<file path="src/sv/stta_pkg.sv">
// Shared types, codes and constants for the sensor table with timeout aging.
`default_nettype none

package stta_pkg;

	// Default table depth and width of entry counts.
	localparam int TABLE_DEPTH_DEF = 32;
	localparam int CNT_W           = 8;

	// Register reset values.
	localparam logic [5:0]         ENTRY_COUNT_RST    = 6'd32;
	localparam logic [7:0]         TIMEOUT_LIMIT_RST  = 8'd10;
	localparam logic signed [15:0] INVALID_MARKER_RST = 16'sh7FFF;

	// Operation codes of a request.
	typedef enum logic [1:0] {
		MODE_PUT    = 2'd0,
		MODE_GET    = 2'd1,
		MODE_UPDATE = 2'd2,
		MODE_TICK   = 2'd3
	} mode_t;

	// Register indexes on the configuration port.
	typedef enum logic [1:0] {
		REG_ENTRY_COUNT    = 2'd0,
		REG_TIMEOUT_LIMIT  = 2'd1,
		REG_INVALID_MARKER = 2'd2
	} reg_idx_t;

	// Sequencer states.
	typedef enum logic [1:0] {
		ST_IDLE,
		ST_WALK,
		ST_SINGLE
	} state_t;

	// One table entry.
	typedef struct packed {
		logic [63:0]        id;
		logic signed [15:0] temp;
		logic [7:0]         timeout;
	} entry_t;

	localparam entry_t ENTRY_RST = '{id: 64'd0, temp: INVALID_MARKER_RST, timeout: 8'd0};

	// One result.
	typedef struct packed {
		logic               status;
		logic [4:0]         hit_index;
		logic [63:0]        read_id;
		logic signed [15:0] read_temperature;
		logic [7:0]         read_timeout;
		logic               read_valid;
	} result_t;

endpackage

`default_nettype wire

</file>
<file path="src/sv/stta_table.sv">
// Entry memory with one write port, one registered read port and per-entry valid bits.
`default_nettype none

module stta_table
	import stta_pkg::*;
#(
	parameter int DEPTH = TABLE_DEPTH_DEF,
	parameter int AW    = (DEPTH > 1) ? $clog2(DEPTH) : 1
) (
	input  wire logic          clk,
	input  wire logic          arst_n,
	input  wire logic          wr_en,
	input  wire logic [AW-1:0] wr_addr,
	input  wire entry_t        wr_entry,
	input  wire logic [AW-1:0] rd_addr,
	output entry_t             rd_entry
);

	entry_t     mem [DEPTH];
	logic       valid_q [DEPTH];
	entry_t     rd_data_q;
	logic       rd_valid_q;

	// Storage write and registered read.
	always_ff @(posedge clk) begin
		if (wr_en) begin
			mem[wr_addr] <= wr_entry;
		end
		rd_data_q <= mem[rd_addr];
	end

	// An entry counts as written once any write reaches it.
	always_ff @(posedge clk or negedge arst_n) begin
		if (!arst_n) begin
			for (int i = 0; i < DEPTH; i++) begin
				valid_q[i] <= 1'b0;
			end
			rd_valid_q <= 1'b0;
		end else begin
			if (wr_en) begin
				valid_q[wr_addr] <= 1'b1;
			end
			rd_valid_q <= valid_q[rd_addr];
		end
	end

	// Entries never written read as their reset contents.
	assign rd_entry = rd_valid_q ? rd_data_q : ENTRY_RST;

endmodule

`default_nettype wire

</file>
<file path="src/sv/sensor_table_timeout_aging.sv">
// Put and get load their result in the cycle after acceptance; update and tick walk the active
// entries one per cycle, loading the result when the walk ends (at most TABLE_DEPTH entries;
// an update stops at its first match). With no active entries, or for a put or get with an
// index beyond the table, the result loads at acceptance. A request is taken when idle and the
// result slot is free or emptying, so not while one is in progress. Reset restores the register
// defaults; the table reads back its reset contents at once through per-entry valid bits.
`default_nettype none

module sensor_table_timeout_aging
	import stta_pkg::*;
#(
	parameter int TABLE_DEPTH = TABLE_DEPTH_DEF
) (
	input  wire logic               clk,
	input  wire logic               arst_n,
	input  wire logic               psel,
	input  wire logic               penable,
	input  wire logic               pwrite,
	input  wire logic [3:0]         paddr,
	input  wire logic [31:0]        pwdata,
	output logic [31:0]             prdata,
	output logic                    pready,
	input  wire logic               in_valid,
	output logic                    in_ready,
	input  wire logic [1:0]         mode,
	input  wire logic [4:0]         entry_index,
	input  wire logic [63:0]        dev_id,
	input  wire logic signed [15:0] temperature,
	output logic                    out_valid,
	input  wire logic               out_ready,
	output logic                    status,
	output logic [4:0]              hit_index,
	output logic [63:0]             read_id,
	output logic signed [15:0]      read_temperature,
	output logic [7:0]              read_timeout,
	output logic                    read_valid
);

	localparam int AW = (TABLE_DEPTH > 1) ? $clog2(TABLE_DEPTH) : 1;

	// Configuration registers.
	logic [5:0]         entry_count_q;
	logic [7:0]         timeout_limit_q;
	logic signed [15:0] invalid_marker_q;

	// Sequencer and request registers.
	state_t             state_q, state_d;
	mode_t              mode_q;
	logic [4:0]         idx_q;
	logic [63:0]        id_q;
	logic signed [15:0] temp_q;
	logic [CNT_W-1:0]   n_q;
	logic [AW-1:0]      dq_q;

	// Result slot.
	logic               out_valid_q;
	result_t            res_q;

	// Table port signals.
	logic               wr_en;
	logic [AW-1:0]      wr_addr;
	entry_t             wr_entry;
	logic [AW-1:0]      rd_addr;
	entry_t             rd_entry;

	logic               acc;
	logic               cfg_wr;
	mode_t              mode_in;
	logic               single_in;
	logic               in_range_in;
	logic [CNT_W-1:0]   n_in;
	logic               direct_in;
	logic               hit;
	logic               last;
	logic               res_load;
	result_t            res_d;

	// Configuration port.
	assign pready = 1'b1;
	assign cfg_wr = psel && penable && pwrite && pready;

	always_ff @(posedge clk or negedge arst_n) begin
		if (!arst_n) begin
			entry_count_q    <= ENTRY_COUNT_RST;
			timeout_limit_q  <= TIMEOUT_LIMIT_RST;
			invalid_marker_q <= INVALID_MARKER_RST;
		end else if (cfg_wr) begin
			case (reg_idx_t'(paddr[3:2]))
				REG_ENTRY_COUNT:    entry_count_q    <= pwdata[5:0];
				REG_TIMEOUT_LIMIT:  timeout_limit_q  <= pwdata[7:0];
				REG_INVALID_MARKER: invalid_marker_q <= pwdata[15:0];
				default: ;
			endcase
		end
	end

	always_comb begin
		case (reg_idx_t'(paddr[3:2]))
			REG_ENTRY_COUNT:    prdata = {26'd0, entry_count_q};
			REG_TIMEOUT_LIMIT:  prdata = {24'd0, timeout_limit_q};
			REG_INVALID_MARKER: prdata = {16'd0, invalid_marker_q};
			default:            prdata = 32'd0;
		endcase
	end

	// Request decode at acceptance.
	assign in_ready    = (state_q == ST_IDLE) && (!out_valid_q || out_ready);
	assign acc         = in_valid && in_ready;
	assign mode_in     = mode_t'(mode);
	assign single_in   = (mode_in == MODE_PUT) || (mode_in == MODE_GET);
	assign in_range_in = CNT_W'(entry_index) < CNT_W'(TABLE_DEPTH);
	assign n_in        = (CNT_W'(entry_count_q) > CNT_W'(TABLE_DEPTH)) ?
		CNT_W'(TABLE_DEPTH) : CNT_W'(entry_count_q);
	assign direct_in   = single_in ? !in_range_in : (n_in == '0);

	// Walk status for the entry whose data is on the read port.
	assign hit  = (rd_entry.id == id_q);
	assign last = (CNT_W'(dq_q) == (n_q - CNT_W'(1)));

	// Next state.
	always_comb begin
		state_d = state_q;
		case (state_q)
			ST_IDLE: begin
				if (acc && !direct_in) begin
					state_d = single_in ? ST_SINGLE : ST_WALK;
				end
			end
			ST_WALK: begin
				if (last || ((mode_q == MODE_UPDATE) && hit)) begin
					state_d = ST_IDLE;
				end
			end
			ST_SINGLE: state_d = ST_IDLE;
			default:   state_d = ST_IDLE;
		endcase
	end

	// Table access and result formation.
	always_comb begin
		rd_addr  = '0;
		wr_en    = 1'b0;
		wr_addr  = dq_q;
		wr_entry = rd_entry;
		res_load = 1'b0;
		res_d    = '0;
		case (state_q)
			ST_IDLE: begin
				rd_addr = single_in ? AW'(entry_index) : '0;
				if (acc && direct_in) begin
					res_load        = 1'b1;
					res_d.status    = (mode_in == MODE_GET) || (mode_in == MODE_UPDATE);
					res_d.hit_index = (mode_in == MODE_GET) ? entry_index : 5'd0;
				end
			end
			ST_WALK: begin
				rd_addr = last ? '0 : dq_q + AW'(1);
				if (mode_q == MODE_TICK) begin
					// Age the entry, or mark its temperature invalid at the limit.
					wr_en = 1'b1;
					if (rd_entry.timeout < timeout_limit_q) begin
						wr_entry.timeout = rd_entry.timeout + 8'd1;
					end else begin
						wr_entry.temp = invalid_marker_q;
					end
					res_load = last;
				end else if (hit) begin
					wr_en            = 1'b1;
					wr_entry.temp    = temp_q;
					wr_entry.timeout = 8'd0;
					res_load         = 1'b1;
					res_d.hit_index  = 5'(dq_q);
				end else if (last) begin
					res_load     = 1'b1;
					res_d.status = 1'b1;
				end
			end
			ST_SINGLE: begin
				wr_addr  = AW'(idx_q);
				res_load = 1'b1;
				if (mode_q == MODE_PUT) begin
					wr_en         = 1'b1;
					wr_entry.id   = id_q;
					wr_entry.temp = temp_q;
				end else begin
					res_d.hit_index        = idx_q;
					res_d.read_id          = rd_entry.id;
					res_d.read_temperature = rd_entry.temp;
					res_d.read_timeout     = rd_entry.timeout;
					res_d.read_valid       = $signed(rd_entry.temp) < $signed(invalid_marker_q);
				end
			end
			default: ;
		endcase
	end

	// Sequencer registers.
	always_ff @(posedge clk or negedge arst_n) begin
		if (!arst_n) begin
			state_q <= ST_IDLE;
			dq_q    <= '0;
		end else begin
			state_q <= state_d;
			if (state_q == ST_WALK) begin
				dq_q <= dq_q + AW'(1);
			end else begin
				dq_q <= '0;
			end
		end
	end

	// Request payload, captured when a request is taken.
	always_ff @(posedge clk) begin
		if (acc) begin
			mode_q <= mode_in;
			idx_q  <= entry_index;
			id_q   <= dev_id;
			temp_q <= temperature;
			n_q    <= n_in;
		end
	end

	// Result slot.
	always_ff @(posedge clk or negedge arst_n) begin
		if (!arst_n) begin
			out_valid_q <= 1'b0;
		end else if (res_load) begin
			out_valid_q <= 1'b1;
		end else if (out_ready) begin
			out_valid_q <= 1'b0;
		end
	end

	always_ff @(posedge clk) begin
		if (res_load) begin
			res_q <= res_d;
		end
	end

	assign out_valid        = out_valid_q;
	assign status           = res_q.status;
	assign hit_index        = res_q.hit_index;
	assign read_id          = res_q.read_id;
	assign read_temperature = res_q.read_temperature;
	assign read_timeout     = res_q.read_timeout;
	assign read_valid       = res_q.read_valid;

	// Entry storage.
	stta_table #(
		.DEPTH (TABLE_DEPTH),
		.AW    (AW)
	) u_table (
		.clk      (clk),
		.arst_n   (arst_n),
		.wr_en    (wr_en),
		.wr_addr  (wr_addr),
		.wr_entry (wr_entry),
		.rd_addr  (rd_addr),
		.rd_entry (rd_entry)
	);

endmodule

`default_nettype wire

</file>
<file path="config.mk">
export PLATFORM = sky130hd
export DESIGN_NAME = sensor_table_timeout_aging
export DESIGN_NICKNAME = d
export VERILOG_FILES = /design/src/sv/stta_pkg.sv /design/src/sv/stta_table.sv /design/src/sv/sensor_table_timeout_aging.sv
export SDC_FILE = /design/constraint.sdc
export NUM_CORES = 2
export LEC_CHECK = 0
export BUFFER_PORTS_ARGS = -buffer_cell sky130_fd_sc_hd__buf_2
export CORE_MARGIN = 1
export CORE_UTILIZATION = 31
export CTS_BUF_LIST = sky130_fd_sc_hd__clkbuf_16
export DETAILED_ROUTE_END_ITERATION = 7
export SETUP_SLACK_MARGIN = 0.2
export SYNTH_ARGS = -nofsm -noshare
export SYNTH_HDL_FRONTEND = slang
export SYNTH_HIERARCHICAL = 1
export SYNTH_SLANG_ARGS = --single-unit
</file>
<file path="constraint.sdc">
create_clock -name clk -period 20.4 [get_ports clk]
set_input_delay 3.06 -clock clk [delete_from_list [all_inputs] [get_ports clk]]
set_output_delay 3.06 -clock clk [all_outputs]
set_load 0.05 [all_outputs]
</file>
======== Yosys cells after proc, flatten, opt, wreduce, memory -nomap -nowiden ========
Memory sizes are Yosys's and may differ from the RTL's. A register that Yosys moved wholly into a read port is not among the register bits.
Cells that the tools add are included.
W data, S select, Z words.
cells by class
  bitwise operators ....................... 4
  reductions and logical operators ........ 25
  $lt $le $gt $ge ......................... 6
  mux-type cells .......................... 47
  equal/unequal tests ..................... 12
  add/sub/neg operators ................... 3
operators by type and width
  cell                   count
  $mux W94               1
  $mux W88               1
  $mux W80               1
  $eq A64 B64 Y1         1
  $mux W64               1
  $mux W24               2
  $pmux W16 S3           1
  $or A32 B32 Y32        1
  $pmux W16 S2           1
  $mux W5                6
  $mux W6                3
  $lt A16 B16 Y1         1
  $mux W1                16
  $mux W16               1
  $mux W8                2
  $pmux W5 S3            1
  $ge A6 B6 Y1 const B   2
  $not A5 Y6             2
  $eq A2 B2 Y1 const B   5
  $pmux W5 S2            1
  $add A8 B1 Y8 const B  1
  $eq A5 B8 Y1           1
  $logic_and A1 B1 Y1    8
  $logic_not A2 Y1       4
  other kinds (21)       33
storage, ports and cells
  output and inout port bits .............. 130
  memories ................................ 1
  memory bits (writable) .................. 2,816
  word-level logic and storage cells ...... 148
  flip-flop bits (word level) ............. 261
memories
  memory       depth  bits a word  read ports  clocked after Yosys merged registers in  write ports  line              RTL
  u_table.mem  32     88           1           1                                        1            stta_table.sv:19  entry_t mem [DEPTH];

======== Depth between registers and ports, before layout ========
  depth in word-level cells ............... 8
  gate-level depth with buffers ........... 17
  gate-level depth less buffers ........... 12

======== Cells and area by module ========
Netlist, hierarchy kept.
modules (own cells, without submodules)
  module                      cells each  sequential area each (um^2)  area each (um^2)  times used
  stta_table                  5,330       87,148.6                     110,716.2         1
  sensor_table_timeout_aging  952         6,618.8                      11,581.1          1

======== Worst setup path after synthesis ========
OpenSTA, ideal clock, no wires.
  path type ............................... input port to flip-flop
  from .................................... in out_ready
  to ...................................... reg res_q (netlist bit hit_index[0]), enable pin
  required time ........................... 19.679 ns
  stages on the path ...................... 6
  arrival time ............................ 11.589 ns
  library setup time ...................... 0.721 ns
  setup slack ............................. 8.090 ns
  cells stage by stage .................... inv_1 a21oi_1 nand2_1 nor2_1 nor3_1 a311oi_1
between the ends
  cells in the longest elaborated chain, start to end .. 6
ends and longest elaborated chain
  what                    line                               RTL
  start: declaration      sensor_table_timeout_aging.sv:30   input wire logic out_ready,
  $logic_or A1 B1 Y1      sensor_table_timeout_aging.sv:107  assign in_ready = (state_q == ST_IDLE) && (!out_valid_q || out_ready);
  $logic_and A1 B1 Y1     sensor_table_timeout_aging.sv:107
  named net in_ready      sensor_table_timeout_aging.sv:24   output logic in_ready,
  $logic_and A1 B1 Y1     sensor_table_timeout_aging.sv:108  assign acc = in_valid && in_ready;
  $logic_and A1 B1 Y1     sensor_table_timeout_aging.sv:150  if (acc && direct_in) begin
  $mux W1                 sensor_table_timeout_aging.sv:150
  $pmux W1 S3             sensor_table_timeout_aging.sv:147  case (state_q)
  named net res_load      sensor_table_timeout_aging.sv:75   logic res_load;
  end signal: assignment  sensor_table_timeout_aging.sv:236  res_q <= res_d;
  end: declaration        sensor_table_timeout_aging.sv:57   result_t res_q;
The timed path passes the listed nets, and every way through them passes these cells.
A chain may end at the register's enable or synchronous reset.

==> results <==
- The run finished with clean final reports.
- At the worst endpoint, the arrival time is 9.22 ns.
- For this run, the register share of the synthesized area comes to 76.7%.
- The number of library cell types mapped by synthesis is 64.
- The cell occurring most often along the worst timing path is sky130_fd_sc_hd__buf_4.
- After clock tree synthesis, the clock-pin slew on the worst setup and hold paths is 0.06 ns.
- The detailed router finished its first iteration with 7825 violations.
- The final number of max-transition violations is 0.
- In this run the register-to-register setup slack is 11.66 ns.
- Combinational logic burns 25.2% of the power.
- At the pin with the least slew margin, the transition time is 1.39 ns.
- The worst flop-to-flop path endpoint is u_table/mem[10][41].
- Dividing the detail-routed via count by the number of cells gives 5.26.
- The number of port buffers is 224.
- The internal power of the cells totals 13.2 mW.
- Buffers inserted during clock tree synthesis total 313.
- Averaged over all synthesized cells, the footprint is 19.5 µm².
- The maximum clock skew at final layout is 0.0678 ns.
- Along the worst hold path, the cell count comes to 1.
- The worst hold margin is 0.466 ns.
- The startpoint identified for the worst hold timing path is u_table/valid_q[25].
- For this block, wires on met1 add up to 143 mm.
- The power per cell area is 136 mW/mm².
- After clock tree synthesis, the setup repair step added 0 buffers.
- The synthesized flop and latch total is 3163.
- The core area is 0.393 mm².
- The count of nets left with antenna violations after detail routing is 0.
- In the final timing run, aggregate negative setup slack is 0 ns.
- Setup violations remaining at the end of the flow were counted as 0.
- The total instance count after detailed placement is 11500.
- The post-cts repair resize count is 0.
- The worst supply voltage drop on vdd is 0.0000995 V.
- Among all flip-flop cells after synthesis, the most frequent one is sky130_fd_sc_hd__edfxtp_1.
- In this run the static leakage power is 44.4 nW.
- The remaining global-route overflow is 0.
- The synthesized instance count is 6282.
- The largest stage delay on the critical path is 1.11 ns.
- The proportion of power drawn by the clock network is 29.7%.
- The floorplan has 230 rows.
- The via count of the first global-routing pass was 63700.
- The fraction of power spent switching nets is 30.9%.
- Of the cells placed in the final design, the portion with a size suffix greater than 1 is 20.1%.
- The tightest slew margin relative to the limit is 7.08%.
- The element type at the critical path end is a flop.
- The critical path launch point type is a flop.
- At the end of routability-driven placement, the weighted congestion stood at 0.788.
- The first global-routing pass estimated 495 mm of wire.
- Setup repair after global routing left no endpoint under its margin.
- The cell area after synthesis is 0.122 mm².
- The count of hold-fix buffers inserted at cts is 0.
- The detailed placement HPWL is 191 mm.
- The net total in the final layout is 6797.
- The number of enable flip-flop cells after synthesis is 3004.
- Of the total power, registers draw 45.1%.
- The count of endpoints failing hold in the final timing report was 0.
- The path with the worst hold slack has its endpoint at u_table/valid_q[25].
- The floorplan die area is 0.397 mm².
- The count of H-tree levels built during CTS is 5.
- The startpoint identified for the worst register-to-register timing path is u_table/rd_valid_q.
- In the final layout, flip-flops and latches occupy 0.0938 mm².
- Fill cells in the final layout number 36300.
- Counting along the longest clock path gives a buffer depth of 4.
- The slowest stage cell on the critical path is sky130_fd_sc_hd__nor2_4.
- The TritonCTS clock tree is yes.
- Max-cap violations in this run came to 0.
- The critical path class is flop to flop.
- The final critical path time including I/O delays and setup is 8.74 ns.
- Yosys printed 6 warnings.
- After detailed routing, the met2 layer carries 177 mm of wire.
- Global routing consumed, over all layers together, 17.5% of the routing resources.
- The critical path goes through buf_4 > buf_4 > and2_1 > xnor2_1 > nand4_1 > nor4_1 > nand4_2 > buf_4 > nand2_1 > a21oi_1 > nor2b_1 > nand3b_1 > nor2_4 > buf_4 > buf_4.
- The library cell with the largest summed area after synthesis is sky130_fd_sc_hd__edfxtp_1.
- The number of iterations in the first detailed-routing pass is 6.
- For this run, the top clock speed supported by timing is 114 MHz.
- Of the post-synthesis cell area, the dominant cell type holds 73.8%.
- The maximum fanout encountered on the critical timing path is 36.
- The final critical path takes up 42.8% of the cycle.
- After synthesis, the cell types taking the most area are sky130_fd_sc_hd__edfxtp_1 74%, sky130_fd_sc_hd__mux4_2 6.6%, sky130_fd_sc_hd__mux2i_1 5.9%, sky130_fd_sc_hd__a22oi_1 2.8%, sky130_fd_sc_hd__dfxtp_1 1.4%.
- The area added between synthesis and finish is 14.5%.
- The vertical extent of the die is 630 µm.
- The number of sinks on the clock net is 3163.
- The filler-free cell count of the finished design is 12100.
- CTS placed an instance of sky130_fd_sc_hd__clkbuf_16 at the clock tree root.
- The routed layout has 63800 vias.
- The initial antenna violation count is 30.
- The type of the worst min-delay path is flop to flop.
- The maximum number of pins on one net before global-route repair is 116.
- The x dimension of the die is 630 µm.
- After synthesis, the share of flip-flops with an asynchronous set or reset is 2.24%.
- The latest clock arrival within the worst-skew pair is 0.89 ns.
- In the final routed layout, each cell accounts on average for 29.6 µm.
- The worst register-to-register path has a depth of 15.
- In the routed design, unresolved DRC markers number 0.
- The power dissipated by switching net loads is 5.90 mW.
- The I/O pin count is 260.
- Once layout is complete, the utilization of the core stands at 35.7%.
- The total met3 wirelength after detailed routing is 27.3 mm.
- The starting utilization of the core area is 31.2%.
- The top routing layer in use is met5.
- In the final layout, the multi-input gates occupy 0.0271 mm².
- The total wire length after detailed routing is 358 mm.
- For the worst setup path, the data required time is 20.89 ns.
[area by class of cell]
class	count	area share, %
Sequential cell	3163	67.0
Antenna cell	13	0.0232
Tap cell	5220	4.66
Clock inverter	243	1.35
Clock buffer	321	5.74
Multi-Input combinational cell	2735	19.4
Timing Repair Buffer	386	1.78
Inverter	37	0.103
[worst max path at each step]
stage,startpoint,endpoint,depth (start not counted)
after floorplan,out_ready,hit_index[0],6
after global placement,u_table/rd_valid_q,u_table/mem[10][57],15
after detailed placement,u_table/rd_valid_q,u_table/mem[10][57],15
after CTS,u_table/rd_valid_q,u_table/mem[10][41],15
after global routing,u_table/rd_valid_q,u_table/mem[15][72],15
final,u_table/rd_valid_q,u_table/mem[10][41],15
[cell families (layout without fill, tap and decap cells)]
family,count (synthesis),after routing,share of synthesized area (%)
other,2,30,0.00614
buffers and inverters,399,987,1.68
AOI/OAI and AO/OA,762,762,4.52
adders and majority gates,31,31,0.317
muxes,1156,1156,13.2
and+or+nand+nor,698,698,3.11
xor gates and xnor gates,71,71,0.508
DFF,3163,3163,76.7
[registers in the layout, summed over array words and instances (netlist names)]
| name | count |
|---|---|
| dq_q | 5 |
| entry_count_q | 6 |
| hit_index | 5 |
| id_q | 64 |
| idx_q | 5 |
| invalid_marker_q | 16 |
| mode_q | 2 |
| n_q | 6 |
| out_valid | 1 |
| read_id | 64 |
| read_temperature | 16 |
| read_timeout | 8 |
| read_valid | 1 |
| state_q | 2 |
| status | 1 |
| temp_q | 16 |
| timeout_limit_q | 8 |
| u_table/mem | 2816 |
| u_table/rd_data_q | 88 |
| u_table/rd_valid_q | 1 |
| u_table/valid_q | 32 |
[cell usage in the layout (no fill, tap or decap), types with 21 or more instances in the layout]
master	synthesis	routed
sky130_fd_sc_hd__dfrtp_1	53	52
sky130_fd_sc_hd__or2_2	33	33
sky130_fd_sc_hd__nor2_1	66	31
sky130_fd_sc_hd__buf_4	41	151
sky130_fd_sc_hd__xnor2_1	68	66
sky130_fd_sc_hd__clkinv_2	0	32
sky130_fd_sc_hd__mux4_2	356	356
sky130_fd_sc_hd__ha_1	31	31
sky130_fd_sc_hd__clkbuf_16	0	321
sky130_fd_sc_hd__nand2_1	79	79
sky130_fd_sc_hd__nand4_1	53	53
sky130_fd_sc_hd__mux2_2	80	80
sky130_fd_sc_hd__edfxtp_1	3004	3004
sky130_fd_sc_hd__nor2_4	0	35
sky130_fd_sc_hd__a31oi_1	71	70
sky130_fd_sc_hd__a21oi_1	44	44
sky130_fd_sc_hd__a22o_1	73	68
sky130_fd_sc_hd__o21ai_0	52	50
sky130_fd_sc_hd__bufinv_16	0	29
sky130_fd_sc_hd__and2_1	179	175
sky130_fd_sc_hd__nand3_1	194	194
sky130_fd_sc_hd__a22oi_1	464	462
sky130_fd_sc_hd__clkinv_1	0	79
sky130_fd_sc_hd__buf_2	117	223
sky130_fd_sc_hd__nand2b_1	21	21
sky130_fd_sc_hd__dfxtp_1	88	88
sky130_fd_sc_hd__mux2i_1	719	719
sky130_fd_sc_hd__inv_1	37	107
[per-stage QoR]
step	instance area, µm²	total power [mW]	setup slack [ns]
2_1_floorplan	122000	11.8	8.09
3_3_place_gp	130000	13.4	11.74
3_5_place_dp	130000	13.5	11.71
4_1_cts	140000	19.2	11.72
5_1_grt	140000	19.7	11.64
6_report	140000	19.1	11.66
[power groups by stage]
stage	Clock (mW)	Combinational, mW	Sequential (mW)
floorplan	0	3.04	8.81
global placement	0	4.66	8.75
detailed placement	0	4.79	8.75
CTS	5.74	4.80	8.62
global route	5.97	5.10	8.63
finish	5.66	4.81	8.61
[cells in the mapped netlist, types with 11 or more instances]
master,number
sky130_fd_sc_hd__a21oi_1,44
sky130_fd_sc_hd__a221oi_1,18
sky130_fd_sc_hd__a22o_1,73
sky130_fd_sc_hd__a22oi_1,464
sky130_fd_sc_hd__a31oi_1,71
sky130_fd_sc_hd__and2_1,179
sky130_fd_sc_hd__buf_1,11
sky130_fd_sc_hd__buf_2,117
sky130_fd_sc_hd__buf_4,41
sky130_fd_sc_hd__buf_6,34
sky130_fd_sc_hd__clkbuf_1,158
sky130_fd_sc_hd__dfrtp_1,53
sky130_fd_sc_hd__dfstp_2,18
sky130_fd_sc_hd__dfxtp_1,88
sky130_fd_sc_hd__edfxtp_1,3004
sky130_fd_sc_hd__ha_1,31
sky130_fd_sc_hd__inv_1,37
sky130_fd_sc_hd__mux2_2,80
sky130_fd_sc_hd__mux2i_1,719
sky130_fd_sc_hd__mux4_2,356
sky130_fd_sc_hd__nand2_1,79
sky130_fd_sc_hd__nand2b_1,21
sky130_fd_sc_hd__nand3_1,194
sky130_fd_sc_hd__nand4_1,53
sky130_fd_sc_hd__nor2_1,66
sky130_fd_sc_hd__nor2b_1,26
sky130_fd_sc_hd__o21ai_0,52
sky130_fd_sc_hd__or2_2,33
sky130_fd_sc_hd__xnor2_1,68
[metal layers]
layer / GRT usage, % / up-vias
li1: - / 26300
met1: 23.0 / 34000
met2: 29.9 / 2903
met3: 2.80 / 536
met4: 5.11 / 12
met5: 0 / -
[worst max-delay path, delay by kind of cell, from the launching register on]
kind / cells / cell delay, ns
AO/OA/AOI/OAI: 1 / 0.09
XOR/XNOR: 1 / 0.31
buffers and inverters: 5 / 3.07
flip-flops: 1 / 0.47
AND/OR/NAND/NOR: 8 / 4.09
Note: power is estimated with default switching activity, not from simulation.
